<file path="src/hdl/cle_pkg.sv">
// ----------------------------------------------------------------------------
// Console line editor package
// Shared types, field widths and character codes for the line editor.
// ----------------------------------------------------------------------------
package cle_pkg;

    localparam int LEN_W      = 13;
    localparam int IDX_W      = 12;
    localparam int BYTE_W     = 8;
    localparam int MAX_LENGTH = 4096;

    localparam int IN_DATA_W  = 32;
    localparam int OUT_DATA_W = 48;

    // Item kinds carried on the input tuser bit.
    localparam logic OP_START = 1'b0;
    localparam logic OP_BYTE  = 1'b1;

    // Characters with a meaning to the editor.
    localparam logic [BYTE_W-1:0] CH_EOT = 8'h04;
    localparam logic [BYTE_W-1:0] CH_BS  = 8'h08;
    localparam logic [BYTE_W-1:0] CH_LF  = 8'h0A;
    localparam logic [BYTE_W-1:0] CH_CR  = 8'h0D;
    localparam logic [BYTE_W-1:0] CH_SP  = 8'h20;

    typedef struct packed {
        logic              op;
        logic [BYTE_W-1:0] descriptor;
        logic [LEN_W-1:0]  length;
        logic [BYTE_W-1:0] rx_byte;
    } item_t;

    typedef struct packed {
        logic              echo_valid;
        logic [BYTE_W-1:0] echo_byte;
        logic              store_valid;
        logic [IDX_W-1:0]  store_index;
        logic [BYTE_W-1:0] store_byte;
        logic              done_res;
        logic [LEN_W-1:0]  count;
        logic              error;
        logic              last;
    } result_t;

endpackage

</file>
<file path="src/hdl/cle_in_reg.sv">
// ----------------------------------------------------------------------------
// Line editor input register
// Holds one input item until the editor has issued all of its results.
// ----------------------------------------------------------------------------
module cle_in_reg
(
    input  logic                           clk,
    input  logic                           rst_n,
    input  logic                           in_valid,
    output logic                           in_ready,
    input  logic [cle_pkg::IN_DATA_W-1:0]  in_data,
    input  logic                           in_op,
    output logic                           item_valid,
    output cle_pkg::item_t                 item,
    input  logic                           item_done
);

    logic           valid_reg;
    cle_pkg::item_t item_reg;

    // A new item may enter in the same cycle the held one retires.
    assign in_ready   = !valid_reg || item_done;
    assign item_valid = valid_reg;
    assign item       = item_reg;

    always_ff @(posedge clk or negedge rst_n)
    begin
        if (!rst_n)
        begin
            valid_reg <= 1'b0;
        end
        else if (in_ready)
        begin
            valid_reg <= in_valid;
        end
    end

    always_ff @(posedge clk)
    begin
        if (in_valid && in_ready)
        begin
            item_reg.op         <= in_op;
            item_reg.descriptor <= in_data[7:0];
            item_reg.length     <= in_data[20:8];
            item_reg.rx_byte    <= in_data[28:21];
        end
    end

endmodule

</file>
<file path="src/hdl/cle_editor.sv">
// ----------------------------------------------------------------------------
// Line editor core
// Keeps the request state and issues the results of the held item, one per
// cycle while res_ready is high, and updates the state as the item retires.
// ----------------------------------------------------------------------------
module cle_editor
(
    input  logic             clk,
    input  logic             rst_n,
    input  logic             item_valid,
    input  cle_pkg::item_t   item,
    output logic             item_done,
    output logic             res_valid,
    output cle_pkg::result_t res,
    input  logic             res_ready
);

    logic                      open_reg;
    logic                      open_next;
    logic [cle_pkg::LEN_W-1:0] count_reg;
    logic [cle_pkg::LEN_W-1:0] count_next;
    logic [cle_pkg::LEN_W-1:0] limit_reg;
    logic [cle_pkg::LEN_W-1:0] limit_next;
    logic [1:0]                phase_reg;
    logic [1:0]                phase_next;

    logic [1:0]                n_res;
    logic [cle_pkg::LEN_W-1:0] len_sat;
    logic [cle_pkg::LEN_W-1:0] count_inc;
    logic                      last_phase;
    logic                      advance;

    assign count_inc = count_reg + 1'b1;
    assign len_sat   = (item.length > cle_pkg::LEN_W'(cle_pkg::MAX_LENGTH))
                     ? cle_pkg::LEN_W'(cle_pkg::MAX_LENGTH) : item.length;

    always_comb
    begin
        n_res      = 2'd0;
        res        = '0;
        open_next  = open_reg;
        count_next = count_reg;
        limit_next = limit_reg;

        if (item.op == cle_pkg::OP_START)
        begin
            open_next  = 1'b0;
            count_next = '0;
            limit_next = '0;
            n_res      = 2'd1;
            res.done_res = 1'b1;
            res.last     = 1'b1;
            if (item.descriptor != '0)
            begin
                res.error = 1'b1;
            end
            else if (len_sat != '0)
            begin
                n_res      = 2'd0;
                limit_next = len_sat;
                open_next  = 1'b1;
            end
        end
        else if (open_reg)
        begin
            n_res = 2'd1;
            case (item.rx_byte)
                cle_pkg::CH_EOT:
                begin
                    open_next    = 1'b0;
                    res.done_res = 1'b1;
                    res.count    = count_reg;
                    res.last     = 1'b1;
                end
                cle_pkg::CH_BS:
                begin
                    n_res          = 2'd3;
                    count_next     = (count_reg != '0) ? count_reg - 1'b1 : count_reg;
                    res.echo_valid = 1'b1;
                    res.echo_byte  = (phase_reg == 2'd1) ? cle_pkg::CH_SP : cle_pkg::CH_BS;
                    res.last       = (phase_reg == 2'd2);
                end
                cle_pkg::CH_LF:
                begin
                    count_next      = count_inc;
                    open_next       = 1'b0;
                    res.echo_valid  = 1'b1;
                    res.echo_byte   = cle_pkg::CH_LF;
                    res.store_valid = 1'b1;
                    res.store_index = count_reg[cle_pkg::IDX_W-1:0];
                    res.store_byte  = cle_pkg::CH_LF;
                    res.done_res    = 1'b1;
                    res.count       = count_inc;
                    res.last        = 1'b1;
                end
                cle_pkg::CH_CR:
                begin
                    n_res          = 2'd2;
                    count_next     = count_inc;
                    open_next      = 1'b0;
                    res.echo_valid = 1'b1;
                    if (phase_reg == 2'd0)
                    begin
                        // The CR echo carries the store of the newline.
                        res.echo_byte   = cle_pkg::CH_CR;
                        res.store_valid = 1'b1;
                        res.store_index = count_reg[cle_pkg::IDX_W-1:0];
                        res.store_byte  = cle_pkg::CH_LF;
                    end
                    else
                    begin
                        res.echo_byte = cle_pkg::CH_LF;
                        res.done_res  = 1'b1;
                        res.count     = count_inc;
                        res.last      = 1'b1;
                    end
                end
                default:
                begin
                    count_next      = count_inc;
                    res.echo_valid  = 1'b1;
                    res.echo_byte   = item.rx_byte;
                    res.store_valid = 1'b1;
                    res.store_index = count_reg[cle_pkg::IDX_W-1:0];
                    res.store_byte  = item.rx_byte;
                    res.last        = 1'b1;
                    if (count_inc >= limit_reg)
                    begin
                        open_next    = 1'b0;
                        res.done_res = 1'b1;
                        res.count    = count_inc;
                    end
                end
            endcase
        end
    end

    assign last_phase = (n_res == 2'd0) || (phase_reg == n_res - 2'd1);
    assign res_valid  = item_valid && (n_res != 2'd0);
    assign advance    = item_valid && ((n_res == 2'd0) || res_ready);
    assign item_done  = advance && last_phase;
    assign phase_next = item_done ? 2'd0 : phase_reg + 2'd1;

    always_ff @(posedge clk or negedge rst_n)
    begin
        if (!rst_n)
        begin
            open_reg  <= 1'b0;
            count_reg <= '0;
            limit_reg <= '0;
            phase_reg <= 2'd0;
        end
        else
        begin
            if (advance)
            begin
                phase_reg <= phase_next;
            end
            if (item_done)
            begin
                open_reg  <= open_next;
                count_reg <= count_next;
                limit_reg <= limit_next;
            end
        end
    end

endmodule

</file>
<file path="src/hdl/cle_out_reg.sv">
// ----------------------------------------------------------------------------
// Line editor output register
// Holds one result until the downstream side takes it.
// ----------------------------------------------------------------------------
module cle_out_reg
(
    input  logic                           clk,
    input  logic                           rst_n,
    input  logic                           res_valid,
    input  cle_pkg::result_t               res,
    output logic                           res_ready,
    output logic                           out_valid,
    input  logic                           out_ready,
    output logic [cle_pkg::OUT_DATA_W-1:0] out_data,
    output logic                           out_last
);

    logic             valid_reg;
    cle_pkg::result_t res_reg;

    assign res_ready = !valid_reg || out_ready;
    assign out_valid = valid_reg;
    assign out_last  = res_reg.last;
    assign out_data  = {3'b000, res_reg.error, res_reg.count, res_reg.done_res,
                        res_reg.store_byte, res_reg.store_index, res_reg.store_valid,
                        res_reg.echo_byte, res_reg.echo_valid};

    always_ff @(posedge clk or negedge rst_n)
    begin
        if (!rst_n)
        begin
            valid_reg <= 1'b0;
        end
        else if (res_ready)
        begin
            valid_reg <= res_valid;
        end
    end

    always_ff @(posedge clk)
    begin
        if (res_valid && res_ready)
        begin
            res_reg <= res;
        end
    end

endmodule

</file>
<file path="src/hdl/console_line_editor.sv">
// ----------------------------------------------------------------------------
// Console line editor
// Canonical line editing of received serial bytes for console read requests.
// ----------------------------------------------------------------------------
// A start transfer (tuser 0) opens a read request; received bytes (tuser 1)
// are then echoed and stored until EOT, newline, carriage return or the
// requested length ends the request. The editor core issues one result per
// cycle while the output side accepts them: one result for most items, none
// for a start that opens a request or a byte outside one, two for CR and
// three for backspace. An input register and an output register part the two
// sides, so one new item can be held while a result still waits downstream.
module console_line_editor
(
    input  logic                           clk,
    input  logic                           rst_n,
    input  logic                           s_axis_tvalid,
    output logic                           s_axis_tready,
    // descriptor[7:0], length[20:8], rx_byte[28:21], zero fill
    input  logic [cle_pkg::IN_DATA_W-1:0]  s_axis_tdata,
    // op
    input  logic                           s_axis_tuser,
    output logic                           m_axis_tvalid,
    input  logic                           m_axis_tready,
    // echo_valid[0], echo_byte[8:1], store_valid[9], store_index[21:10],
    // store_byte[29:22], done_res[30], count[43:31], error[44], zero fill
    output logic [cle_pkg::OUT_DATA_W-1:0] m_axis_tdata,
    output logic                           m_axis_tlast
);

    logic             item_valid;
    cle_pkg::item_t   item;
    logic             item_done;
    logic             res_valid;
    cle_pkg::result_t res;
    logic             res_ready;

    cle_in_reg u_in_reg
    (
        .clk        (clk),
        .rst_n      (rst_n),
        .in_valid   (s_axis_tvalid),
        .in_ready   (s_axis_tready),
        .in_data    (s_axis_tdata),
        .in_op      (s_axis_tuser),
        .item_valid (item_valid),
        .item       (item),
        .item_done  (item_done)
    );

    cle_editor u_editor
    (
        .clk        (clk),
        .rst_n      (rst_n),
        .item_valid (item_valid),
        .item       (item),
        .item_done  (item_done),
        .res_valid  (res_valid),
        .res        (res),
        .res_ready  (res_ready)
    );

    cle_out_reg u_out_reg
    (
        .clk       (clk),
        .rst_n     (rst_n),
        .res_valid (res_valid),
        .res       (res),
        .res_ready (res_ready),
        .out_valid (m_axis_tvalid),
        .out_ready (m_axis_tready),
        .out_data  (m_axis_tdata),
        .out_last  (m_axis_tlast)
    );

endmodule
</file>
<file path="config.mk">
export PLATFORM = sky130hd
export DESIGN_NAME = console_line_editor
export DESIGN_NICKNAME = d
export VERILOG_FILES = /design/src/hdl/cle_pkg.sv /design/src/hdl/cle_in_reg.sv /design/src/hdl/cle_editor.sv /design/src/hdl/cle_out_reg.sv /design/src/hdl/console_line_editor.sv
export SDC_FILE = /design/constraint.sdc
export NUM_CORES = 1
export LEC_CHECK = 0
export BUFFER_PORTS_ARGS = -buffer_cell sky130_fd_sc_hd__buf_2
export CAP_MARGIN = 10
export CORE_ASPECT_RATIO = 2
export CORE_MARGIN = 5
export CORE_UTILIZATION = 52
export CTS_CLUSTER_SIZE = 20
export DETAILED_ROUTE_END_ITERATION = 8
export GPL_ROUTABILITY_DRIVEN = 0
export PLACE_DENSITY_LB_ADDON = 0.05
export REMOVE_ABC_BUFFERS = 1
export SLEW_MARGIN = 20
export SYNTH_ARGS = -nofsm -noshare
export SYNTH_HDL_FRONTEND = slang
export SYNTH_SLANG_ARGS = --single-unit
</file>
<file path="constraint.sdc">
create_clock -name clk -period 7.51 [get_ports clk]
set_input_delay 1.502 -clock clk [delete_from_list [all_inputs] [get_ports clk]]
set_output_delay 1.502 -clock clk [all_outputs]
set_load 0.05 [all_outputs]
</file>
Word-level counts from Yosys, hierarchy flattened
Cells that the tools add are included.
Word-level totals
  flip-flop bits (word level): 107
  input bits: 37
  output and inout bits: 51
  word-level logic and storage cells: 90
Cells by class
  order comparisons: 2
  reduce and logical (&&, ||, !) cells: 22
  equality and inequality tests: 10
  muxes and demuxes: 32
  add/sub/neg operators: 4
  bitwise logic cells: 1
Operators by type and width (number)
  $mux W13: 6
  $pmux W21 S3: 1
  $pmux W14 S4: 1
  $mux W14: 3
  $pmux W9 S4: 1
  $pmux W13 S2: 1
  $reduce_bool A13 Y1: 2
  $eq A8 B4 Y1 const B: 3
  $mux W21: 1
  $add A13 B1 Y13 const B: 1
  $ge A13 B13 Y1: 1
  $gt A13 B13 Y1 const B: 1
  $sub A13 B1 Y13 const B: 1
  $mux W1: 9
  $eq A8 B3 Y1 const B: 1
  $mux W2: 4
  $reduce_bool A8 Y1: 1
  $mux W6: 1
  $logic_and A1 B1 Y1: 5
  $logic_not A2 Y1: 2
  $logic_or A1 B1 Y1: 4
  $pmux W1 S2: 2
  $pmux W2 S2: 1
  $reduce_and A2 Y1: 2
  other kinds (15): 16

Depth between registers and ports, before layout
Gate-level depths: netlist of run 1.
  word-level depth: 12
  depth in mapped cells: 13
  depth with buffers taken out: 11

Modules after synthesis
A second synthesis of run 1 with hierarchy kept.
Second synthesis, totals
  cell total of the unflattened synthesis: 494
  area total of the unflattened synthesis: 5551.6 µm²
Modules (own cells, without submodules)
  cle_editor: cells an instance 406, seq. area each 725.7 µm², times used 1, area an instance 3135.5 µm²
  cle_out_reg: cells an instance 54, seq. area each 1406.3 µm², times used 1, area an instance 1461.4 µm²
  cle_in_reg: cells an instance 34, seq. area each 925.9 µm², times used 1, area an instance 954.7 µm²

Worst setup path before layout of run 1
No wires, ideal clock.
  path type: register to register
  start point: register u_in_reg.item_reg (netlist bit u_in_reg.item[7])
  end point: register u_editor.phase_reg[1]
  library setup time: 0.083 ns
  path slack: 1.399 ns
  data arrival time: 6.028 ns
  period minus slack after synthesis: 6.111 ns
  data required time: 7.427 ns
  path buffers: 2
  stages on the path, launching flop included: 10
  cells stage by stage: edfxtp_1 -> or4_1 -> clkbuf_1 -> nor4_2 -> buf_2 -> o21ai_0 -> ha_1 -> nor3b_1 -> o311ai_0 -> nand2_1
On the way
  word-level cells in the longest chain between the ends: 9
  elaborated cells on any way between the ends: 13
  classes of those cells: add/sub (1); eq/ne (3); mux (4); reduce/logical (5)
Ends and longest elaborated chain
  from (decl): RTL line cle_in_reg.sv:19  | cle_pkg::item_t item_reg;
  $eq A8 B4 Y1: RTL line cle_editor.sv:67  | case (item.rx_byte)
  $pmux W2 S2 *: RTL line cle_editor.sv:67
  $mux W2 *: RTL line cle_editor.sv:64  | else if (open_reg)
  $mux W2 *: RTL line cle_editor.sv:45  | if (item.op == cle_pkg::OP_START)
  $sub A2 B1 Y2 or $logic_not A2 Y1 (tied branches): RTL line cle_editor.sv:138, cle_editor.sv:140
  $eq A2 B2 Y1 or $logic_or A1 B1 Y1 (tied branches): RTL line cle_editor.sv:138, cle_editor.sv:140
  $logic_or A1 B1 Y1 or $logic_and A1 B1 Y1 (tied branches): RTL line cle_editor.sv:138, cle_editor.sv:140
  $logic_and A1 B1 Y1: RTL line cle_editor.sv:141  | assign item_done = advance && last_phase;
  $mux W2: RTL line cle_editor.sv:142  | assign phase_next = item_done ? 2'd0 : phase_reg + 2'd1;
  to (signal assigned): RTL line cle_editor.sv:157  | phase_reg <= phase_next;
  to (decl): RTL line cle_editor.sv:24  | logic [1:0] phase_reg;
Every way passes the cells marked *; elsewhere a longest branch is shown, timed or not.
A chain may end at the register's enable or synchronous reset.

Worst setup path in the final report of run 1
  start point: register u_in_reg.item_reg (netlist bit u_in_reg.item[29])
  end point: output s_axis_tready
On the way
  word-level cells in the longest chain between the ends: 6
  elaborated cells on any way between the ends: 9
  classes of those cells: add/sub (1); eq/ne (1); mux (1); reduce/logical (6)
Ends and longest elaborated chain
  $mux W2 *: RTL line cle_editor.sv:45
  $sub A2 B1 Y2 or $logic_not A2 Y1 (tied branches): RTL line cle_editor.sv:138, cle_editor.sv:140
  $eq A2 B2 Y1 or $logic_or A1 B1 Y1 (tied branches): RTL line cle_editor.sv:138, cle_editor.sv:140
  $logic_or A1 B1 Y1 or $logic_and A1 B1 Y1 (tied branches): RTL line cle_editor.sv:138, cle_editor.sv:140
  $logic_and A1 B1 Y1 *: RTL line cle_editor.sv:141
  $logic_or A1 B1 Y1 *: RTL line cle_in_reg.sv:22  | assign in_ready = !valid_reg || item_done;
  to (decl): RTL line console_line_editor.sv:17  | output logic s_axis_tready,
Marked as above.

==> results of run 1 <==
## cell type report
class	instances	area, um^2
clock inverter	4	56.3
timing repair buffer	87	450
fill	876	3940
inverter	30	113
sequential	104	2970
tap	135	169
multi-input combinational	316	2060
clock buffer	12	268
## worst register-to-register path, stage by stage (launching register included)
cell	delay, ps
edfxtp_1	320
buf_4	320
nand2_1	610
a21o_1	390
and3_1	200
ha_1	310
xnor2_1	170
o41a_1	340
nand2_1	110
and2_1	360
buf_4	350
## placed cells by master (no fill, tap or decap), types with 8 or more instances in the layout
cell type	count
edfxtp_1	73
and2_1	21
nor2_1	29
a22oi_1	11
dfrtp_1	31
a21oi_1	16
o31ai_1	11
and3_1	8
clkbuf_16	10
nor3_1	11
inv_1	30
buf_2	81
nand2_1	36
nand3_1	9
nand2b_1	10
xnor2_1	9
o21ai_0	34
ha_1	20
nor4_1	8
## stage by stage
stage / setup WS [ps] / instance area (um^2)
2_1_floorplan: 1150 / 5110
3_3_place_gp: 3090 / 5750
3_5_place_dp: 3030 / 5750
4_1_cts: 2640 / 6080
5_1_grt: 2440 / 6080
6_report: 2620 / 6080
## final timing paths
| kind | startpoint | endpoint | slack [ps] | cells past startpoint |
|---|---|---|---|---|
| setup / recovery | u_in_reg.item[29] | s_axis_tready | 2620 | 9 |
| hold / removal | u_editor.limit_reg[2] | u_editor.limit_reg[2] | 510 | 2 |
| setup reg to reg | u_in_reg.item[29] | u_in_reg.item[18] | 3700 | 10 |
| hold reg to reg | u_editor.limit_reg[2] | u_editor.limit_reg[2] | 510 | 2 |
| max in group asynchronous | rst_n | u_editor.limit_reg[7] | 5780 | 1 |
| min in group asynchronous | rst_n | u_in_reg.item_valid | 1220 | 1 |
## Yosys cell counts (4+ instances only)
master     number  area [um^2]
nor4_1          9         56.3
o21ai_1         4         20.0
edfxtp_1       73         2190
or3_1           4         25.0
xnor2_1         9         78.8
nor3_1         11         55.1
nor2_1         29          109
o21ai_0        34          170
a31oi_1         4         25.0
nand2_1        36          135
nand3b_1        6         45.0
ha_1           20          250
and3_1          8         50.1
nand4_1         4         25.0
nand2b_1       10         62.6
nand3_1         9         45.0
buf_4           6         45.0
clkbuf_1       23         86.3
o2bb2ai_1       5         43.8
a21oi_1        17         85.1
dfrtp_1        31          776
inv_1          30          113
o31ai_1        11         82.6
a22oi_1        11         82.6
mux2i_1         4         40.0
and2_1         21          131
## per-layer routing
layer	GRT usage [%]	share of wire (%)	vias to the layer above
li1	-	-	1880
met1	20.5	34	1846
met2	35.5	56	160
met3	3.20	5.0	44
met4	10.2	4.3	0
met5	0	0	-
## power by group through the flow
| stage | Sequential [mW] | Clock, mW | Combinational [mW] |
|---|---|---|---|
| after floorplan | 0.895 | 0 | 0.162 |
| after global placement | 0.754 | 0 | 0.413 |
| after detailed placement | 0.757 | 0 | 0.419 |
| after CTS | 0.746 | 0.505 | 0.421 |
| after global routing | 0.754 | 0.533 | 0.447 |
| final | 0.745 | 0.495 | 0.418 |
## cells by family (layout without fill, tap and decap cells)
kind of cell / after synthesis / count (layout) / share of synthesized area (%)
DFF: 104 / 104 / 56.2
and+or+nand+nor: 165 / 165 / 16.8
AOI/OAI and AO/OA: 111 / 111 / 13.8
other: 1 / 3 / 0.0711
muxes: 5 / 5 / 0.972
xor gates and xnor gates: 12 / 12 / 1.99
buffers and inverters: 65 / 133 / 5.41
adders and majority gates: 20 / 20 / 4.74
==> flow_metrics.tcl, run 1 <==
set metrics [dict create \
    status "finished clean" \
    relSlewSlack_pct 34.9 \
    grt_usage_pct 19.4 \
    die_area_um2 12400 \
    clk_pin_slew_ps 70 \
    core_area_um2 10000 \
    diodes 0 \
    hp-class "reg2reg" \
    clock-sinks 104 \
    worstPathCellList "buf_4 > nand2_1 > a21o_1 > and3_1 > ha_1 > xnor2_1 > o41a_1 > nand2_1 > buf_2" \
    finalNonFillerCells 688 \
    port_buffers 81 \
    grt_pass1_wl_um 18500 \
    fp.dieH_um 152 \
    crit_slowest_cell "nand2_1" \
    ir_drop_mv 0.327 \
    drt-wirelength-per-cell_um 16.4 \
    wl_um 11300 \
    clock_skew_ps 4.89 \
    die_w_um 81.2 \
    io_pins 88 \
    cp.buffers_inverters 2 \
    seq_area_frac_synth_pct 56.2 \
    cts_buffers 9 \
    p_sw_share_pct 33.9 \
    synth.distinct_cells 61 \
    p_int_mw 1.10 \
    grt_max_degree 43 \
    cts_tree "built" \
    antenna_found_initial 0 \
    async_flop_share_pct 29.8 \
    drive_gt1_share_pct 20.4 \
    htreeDepth 3 \
    power_leakage_nw 2.46 \
    dp_hpwl_um 8370 \
    total_power_mw 1.66 \
    min_period_ps 4890 \
    rows 52 \
    syn_area_um2 5280 \
    worstMarginPinSlew_ps 969 \
    cts_resized 0 \
    grt_overflow 0 \
    clock_path_buffers 2 \
    drt_pass1_iterations 5 \
    hold_ws_ps 512 \
    postSynth.topFlopCell "edfxtp_1" \
    dp_cells 672 \
    root_buffer "clkbuf_16" \
    largest_reg_flops 42 \
    drt-initial-drc-count 275 \
    max_stage_delay_ps 600 \
    endpoint_kind "primary output" \
    start_util_pct 52.7 \
    first_global_vias 3877 \
    final_antenna_net_count 0 \
    path_common_cell "nand2_1" \
    hold_viol 0 \
    fin_nets 605 \
    fin_util_pct 60.7 \
    seq_power_share_pct 44.9 \
    drv_slew 0 \
    clk_latency_ps 340 \
    arrival_ps 3390 \
    p_per_area_nw_per_um2 273 \
    power.share.combinational_pct 25.2 \
    critPathLaunchType "flop" \
    required_ps 6010 \
    worst-path-max-fanout 35 \
    finalSetupViolCount 0 \
    viasPerCell 5.71 \
    drc 0 \
    rsz0062_at_grt "no" \
    switching_power_uw 562 \
    p_clk_share_pct 29.9 \
    finalCritPeriodShare_pct 65.1 \
    crit_type "reg2out" \
    cap_viol_max_count 0 \
    critPathTopFamily "simple AND/OR/NAND/NOR gates" \
    max_freq_mhz 205 \
    syn_to_final_growth_pct 15.2 \
    vias 3930 \
    postSynthCellCount 483 \
    yosys_warnings 0 \
    finalSetupTns_ps 0 \
    hold_buffers 0 \
    post_cts_buffers 0 \
    synth_edf_count 73 \
    synth_seq_cells 104 \
    syn_area_per_cell_um2 10.9 \
]
No activity file was read; power rests on OpenSTA's default activity.
==> run 2, diff against run 1 <==
clock period = 4.7 ns   (was 7.51 ns; I/O delays follow)
==> run 2 against run 1 <==
  * Total power is 60% higher
  * Non-clock buffer count rose by 1
  * Clock skew is 0.51 ps higher
  * Via count shrank 0.76%
  * Clock power is 60% higher
  * Global-route usage increased by 0.59 points
  * Sequential power is 61% higher
  * Design area barely moved
  * Sequential cell count stayed put
  * Setup slack worse by 2200 ps
  * Register-to-register slack worse by 2700 ps
  * Count of clock-buffer cells in the layout is 2 lower
  * Highest routed layer unchanged
==> flow_metrics.tcl, run 2 (same netlist as run 1, synthesis figures left out) <==
set metrics [dict create \
    status "finished clean" \
    cap_viol_max_count 0 \
    drt_pass1_iterations 4 \
    drt-initial-drc-count 239 \
    start_util_pct 52.7 \
    grt_overflow 0 \
    hp-class "reg2reg" \
    min_delay_path_depth 2 \
    reg2reg_depth 10 \
    wl_um 11400 \
    relSlewSlack_pct 35.2 \
    grt_usage_pct 20.0 \
    root_buffer "clkbuf_16" \
    syn_to_final_growth_pct 15.3 \
    clk_latency_ps 340 \
    core_area_um2 10000 \
    power_leakage_nw 2.46 \
    port_buffers 81 \
    die_area_um2 12400 \
    drive_gt1_share_pct 20.6 \
    clock_skew_ps 5.40 \
    cts_resized 0 \
    rsz0062_at_grt "no" \
    largest_reg_flops 42 \
    multi_input_area_um2 2060 \
    whs_endpoint "u_editor.limit_reg[4]" \
    first_global_vias 3903 \
    dp_hpwl_um 8560 \
    antenna_found_initial 0 \
    drc 0 \
    vias 3900 \
    ff2ff_setup_slack_ps 970 \
    p_per_area_nw_per_um2 436 \
    fill_cells 892 \
    seqCellArea_um2 2970 \
    dp_cells 673 \
    finalNonFillerCells 689 \
    die_w_um 81.2 \
    final_common_cell "buf_2" \
    cts_buffers 9 \
    finalCritPeriodShare_pct 90.4 \
    hold_start "u_editor.limit_reg[4]" \
    max_freq_mhz 235 \
    mostFrequentLayoutCells "buf_2, edfxtp_1, nand2_1" \
    hold_ws_ps 521 \
    worstMarginPinSlew_ps 964 \
    diodes 0 \
    hold_viol 0 \
    post_cts_buffers 0 \
    hold_buffers 0 \
    endpoint_kind "primary output" \
    r2r-end "u_in_reg.item[10]" \
    worst-path-max-fanout 15 \
    final_antenna_net_count 0 \
    clock-sinks 104 \
    crit_type "reg2out" \
    viasPerCell 5.66 \
    finalSetupViolCount 0 \
    critPathLaunchType "flop" \
    clk_pin_slew_ps 60 \
    ir_drop_mv 0.348 \
    fin_nets 606 \
    r2r-start "u_in_reg.item[7]" \
    clock_path_buffers 2 \
    cts_tree "built" \
    grt_max_degree 46 \
    io_pins 88 \
    grt_pass1_wl_um 19100 \
    htreeDepth 3 \
    min_period_ps 4250 \
    arrival_ps 3310 \
    drt-wirelength-per-cell_um 16.6 \
    rows 52 \
    drv_slew 0 \
    required_ps 3760 \
    fp.dieH_um 152 \
]
[run 2: critical path, stage by stage, from the launching register on]
cell and delay, ps:
edfxtp_1 400, or4_1 710, nor4_2 270, buf_4 270, o21ai_0 140, ha_1 300
xnor2_1 160, o41a_1 340, nand2_1 110, buf_2 270
[run 2: worst max path at each step]
stage                          start                     to  slack, ps  cells past startpoint
finish              u_in_reg.item[7]          s_axis_tready        450                      9
detailed placement  u_in_reg.item[7]          s_axis_tready        850                      9
floorplan           u_in_reg.item[7]  u_editor.phase_reg[1]      -1660                      7
global placement    u_in_reg.item[7]          s_axis_tready        900                      9
CTS                 u_in_reg.item[7]          s_axis_tready        460                      9
global route        u_in_reg.item[7]          s_axis_tready        290                      9
[run 2: stage by stage]
step | setup TNS, ps | area, um^2 | power, mW | worst slack, ps | util [%]
final | 0 | 6080 | 2.65 | 451 | 60.7
after global routing | 0 | 6080 | 2.78 | 295 | 60.7
after CTS | 0 | 6080 | 2.67 | 465 | 60.7
after detailed placement | 0 | 5760 | 1.88 | 846 | 57.5
after global placement | 0 | 5760 | 1.86 | 904 | 57.5
after floorplan | -63370 | 5110 | 1.69 | -1660 | -
[run 2: power by group]
part	internal, mW	switching, mW	total, mW
clock network	0.471	0.322	0.793
registers	1.13	0.0669	1.20
logic	0.158	0.504	0.662
[run 2: area by class of cell]
class	count	area share [%]
clock inverters	6	1.50
clock buffers	10	3.76
inverters	30	1.85
repair buffers	88	7.53
well taps	135	2.78
multi-input cells	316	33.8
flip-flops and latches	104	48.8
[run 2: metal layers]
| layer | track usage [%] | vias to the layer above | routed length (um) |
|---|---|---|---|
| li1 | - | 1886 | - |
| met1 | 20.3 | 1887 | 4030 |
| met2 | 37.9 | 103 | 6600 |
| met3 | 3.43 | 24 | 446 |
| met4 | 9.11 | 0 | 359 |
| met5 | 0 | - | 0 |
==> run 3, diff against run 2 <==
SYNTH_HIERARCHICAL = 1   (was default)
==> run 3 against run 2 <==
  * Maximum frequency is 5.3% lower
  * Non-clock buffer count grew 1
  * First-iteration DRC count rose by 33%
  * Via count is 5.7% higher
  * Largest power group unchanged
==> flow_metrics.tcl, run 3 <==
set metrics [dict create \
    relSlewSlack_pct 30.9 \
    yosys.area_share.adder_pct 4.51 \
    synth_top_area_cell "edfxtp_1" \
    hold_start "u_editor/limit_reg[9]" \
    synth_seq_cells 107 \
    die_area_um2 13000 \
    synth.distinct_cells 65 \
    worst-path-max-fanout 16 \
    seq_area_frac_synth_pct 55.1 \
    yosys_warnings 6 \
    io_pins 88 \
    grt_max_degree 47 \
    core_area_um2 10500 \
    drt-wirelength-per-cell_um 17.8 \
    r2r-start "u_editor/count_reg[0]" \
    syn_area_per_cell_um2 11.2 \
    synth_compound_area_share_pct 12.0 \
    arrival_ps 3550 \
    finalNonFillerCells 707 \
    die_w_um 83.1 \
    crit_type "reg2out" \
    final_common_cell "buf_2" \
    diodes 0 \
    syn_area_um2 5550 \
    port_buffers 81 \
    use_met2_pct 38.7 \
    clock_path_buffers 2 \
    hp-class "reg2reg" \
    fin_ws_ps 214 \
    grt_overflow 0 \
    cap_viol_max_count 0 \
    power_leakage_nw 2.52 \
    cp.buffers_inverters 3 \
    rsz0062_at_grt "no" \
    finalCritPeriodShare_pct 95.4 \
    fin_nets 622 \
    drt_pass1_iterations 5 \
    syn_to_final_growth_pct 13.8 \
    first_global_vias 4107 \
    synth.most_common_cell "edfxtp_1" \
    postSynthCellCount 494 \
    crit_start "u_in_reg/item[5]" \
    postSynth.topFlopCell "edfxtp_1" \
    finalSetupViolCount 0 \
    viasPerCell 5.83 \
    grt_use_met1_pct 18.8 \
    clock_skew_ps 8.21 \
    synth_top_family_by_area "simple AND/OR/NAND/NOR gates" \
    drive_gt1_share_pct 21.6 \
    crit_slowest_cell "or4_4" \
    worstMarginPinSlew_ps 1030 \
    grt_usage_pct 19.8 \
    grt_pass1_wl_um 20200 \
    dp_hpwl_um 9470 \
    critPathTopFamily "simple AND/OR/NAND/NOR gates" \
    htreeDepth 3 \
    synthTopCellsByCount "edfxtp_1, nand2_1, dfrtp_1, inv_1, nor2_1" \
    max_freq_mhz 223 \
    cts_tree "built" \
    dp_cells 691 \
    p_per_area_nw_per_um2 465 \
    final_antenna_net_count 0 \
    grt_use_met3_pct 3.96 \
    cts_buffers 9 \
    top_usage_layer "met2" \
    start_util_pct 53.0 \
    drt-initial-drc-count 318 \
    largest_reg_flops 45 \
    finalSetupTns_ps 0 \
    place_ws_ps 571 \
    max_stage_delay_ps 600 \
    vias 4123 \
    min_period_ps 4490 \
    synth_edf_count 76 \
    wl_um 12600 \
    async_flop_share_pct 29.0 \
    yosys.area_share.xor_xnor_pct 2.84 \
    post_cts_buffers 0 \
    status "finished clean" \
    clk_pin_slew_ps 70 \
    synth_mux_area_share_pct 2.97 \
    fp.dieH_um 156 \
    hold_ws_ps 521 \
    worstPathCellList "or4_4 > o31ai_4 > o211ai_4 > inv_1 > ha_1 > xnor2_1 > nor3b_1 > o21ai_0 > mux2_4 > clkinv_8 > nand2b_4 > buf_2" \
    synth_simple_gate_area_share_pct 17.1 \
    synthTopCellsByArea "edfxtp_1, dfrtp_1, ha_1" \
    endpoint_kind "primary output" \
    drv_slew 0 \
    drc 0 \
    clk_latency_ps 350 \
    cts_resized 0 \
    root_buffer "clkbuf_16" \
    rows 53 \
    netlist.area_leader.share_pct 41.1 \
    required_ps 3760 \
    critPathLaunchType "flop" \
    antenna_found_initial 0 \
    clock-sinks 107 \
    hold_buffers 0 \
    ir_drop_mv 0.417 \
    mostFrequentLayoutCells "buf_2, edfxtp_1, nand2_1" \
    hold_viol 0 \
]
-- run 3: changes by cell type in the layout (fill, tap and decap cells not counted), sizes merged, moves of 5 or more --
cell	change
xnor2	+6
a211oi	+6
o21ai	-21
nand3b	-5
a21o	+6
nand3	+13
nand2b	-5
nand2	+12
mux2i	+11
o31ai	-10
and2	-5
nor2	-5
and3	+7
-- run 3: logic make-up after synthesis --
logic type | after synthesis
and+or+nand+nor | 177
AOI/OAI and AO/OA | 92
muxes | 16
xor gates and xnor gates | 18
other | 1
buffers and inverters | 63
DFF | 107
adders and majority gates | 20
-- run 3: layout make-up --
type,instances,area (um^2)
Fill cell,919,4160
Sequential cell,107,3060
Multi-Input combinational cell,326,2200
Timing Repair Buffer,89,465
Clock buffer,11,243
Tap cell,137,171
Inverter,32,133
Clock inverter,5,46.3
-- run 3: tightest hold or removal path, cell delays in order (launching register included) --
cell and delay [ps]:
dfrtp_1 320, inv_1 50, mux2i_1 110
-- run 3: metal layers --
| layer | part of all wire (%) | vias up |
|---|---|---|
| met3 | 4.8 | 53 |
| met4 | 5.1 | 0 |
| met1 | 33 | 1973 |
| met2 | 57 | 157 |
| li1 | - | 1940 |
| met5 | 0 | - |
-- run 3: path summary, 6_finish.rpt --
check | end | slack [ps] | cells after the start
min in group asynchronous | u_editor/limit_reg[10] | 680 | 1
max | s_axis_tready | 210 | 12
max reg2reg | u_out_reg/out_data[31] | 870 | 11
max in group asynchronous | u_editor/phase_reg[1] | 3510 | 1
min reg2reg | u_editor/limit_reg[9] | 520 | 2
min | u_editor/limit_reg[9] | 520 | 2
-- run 3: through the flow --
| stage | total power [mW] | utilization (%) | instance area [um^2] |
|---|---|---|---|
| 2_1_floorplan | 1.99 | - | 5390 |
| 5_1_grt | 3.09 | 60.3 | 6320 |
| 6_report | 2.94 | 60.3 | 6320 |
| 4_1_cts | 2.97 | 60.3 | 6320 |
| 3_3_place_gp | 2.21 | 57.5 | 6030 |
| 3_5_place_dp | 2.24 | 57.5 | 6030 |
-- run 3: report_power, final --
part           switching [mW]  internal, mW
combinational           0.667         0.273
clock                   0.340         0.383
sequential             0.0865          1.19
total                    1.09          1.85
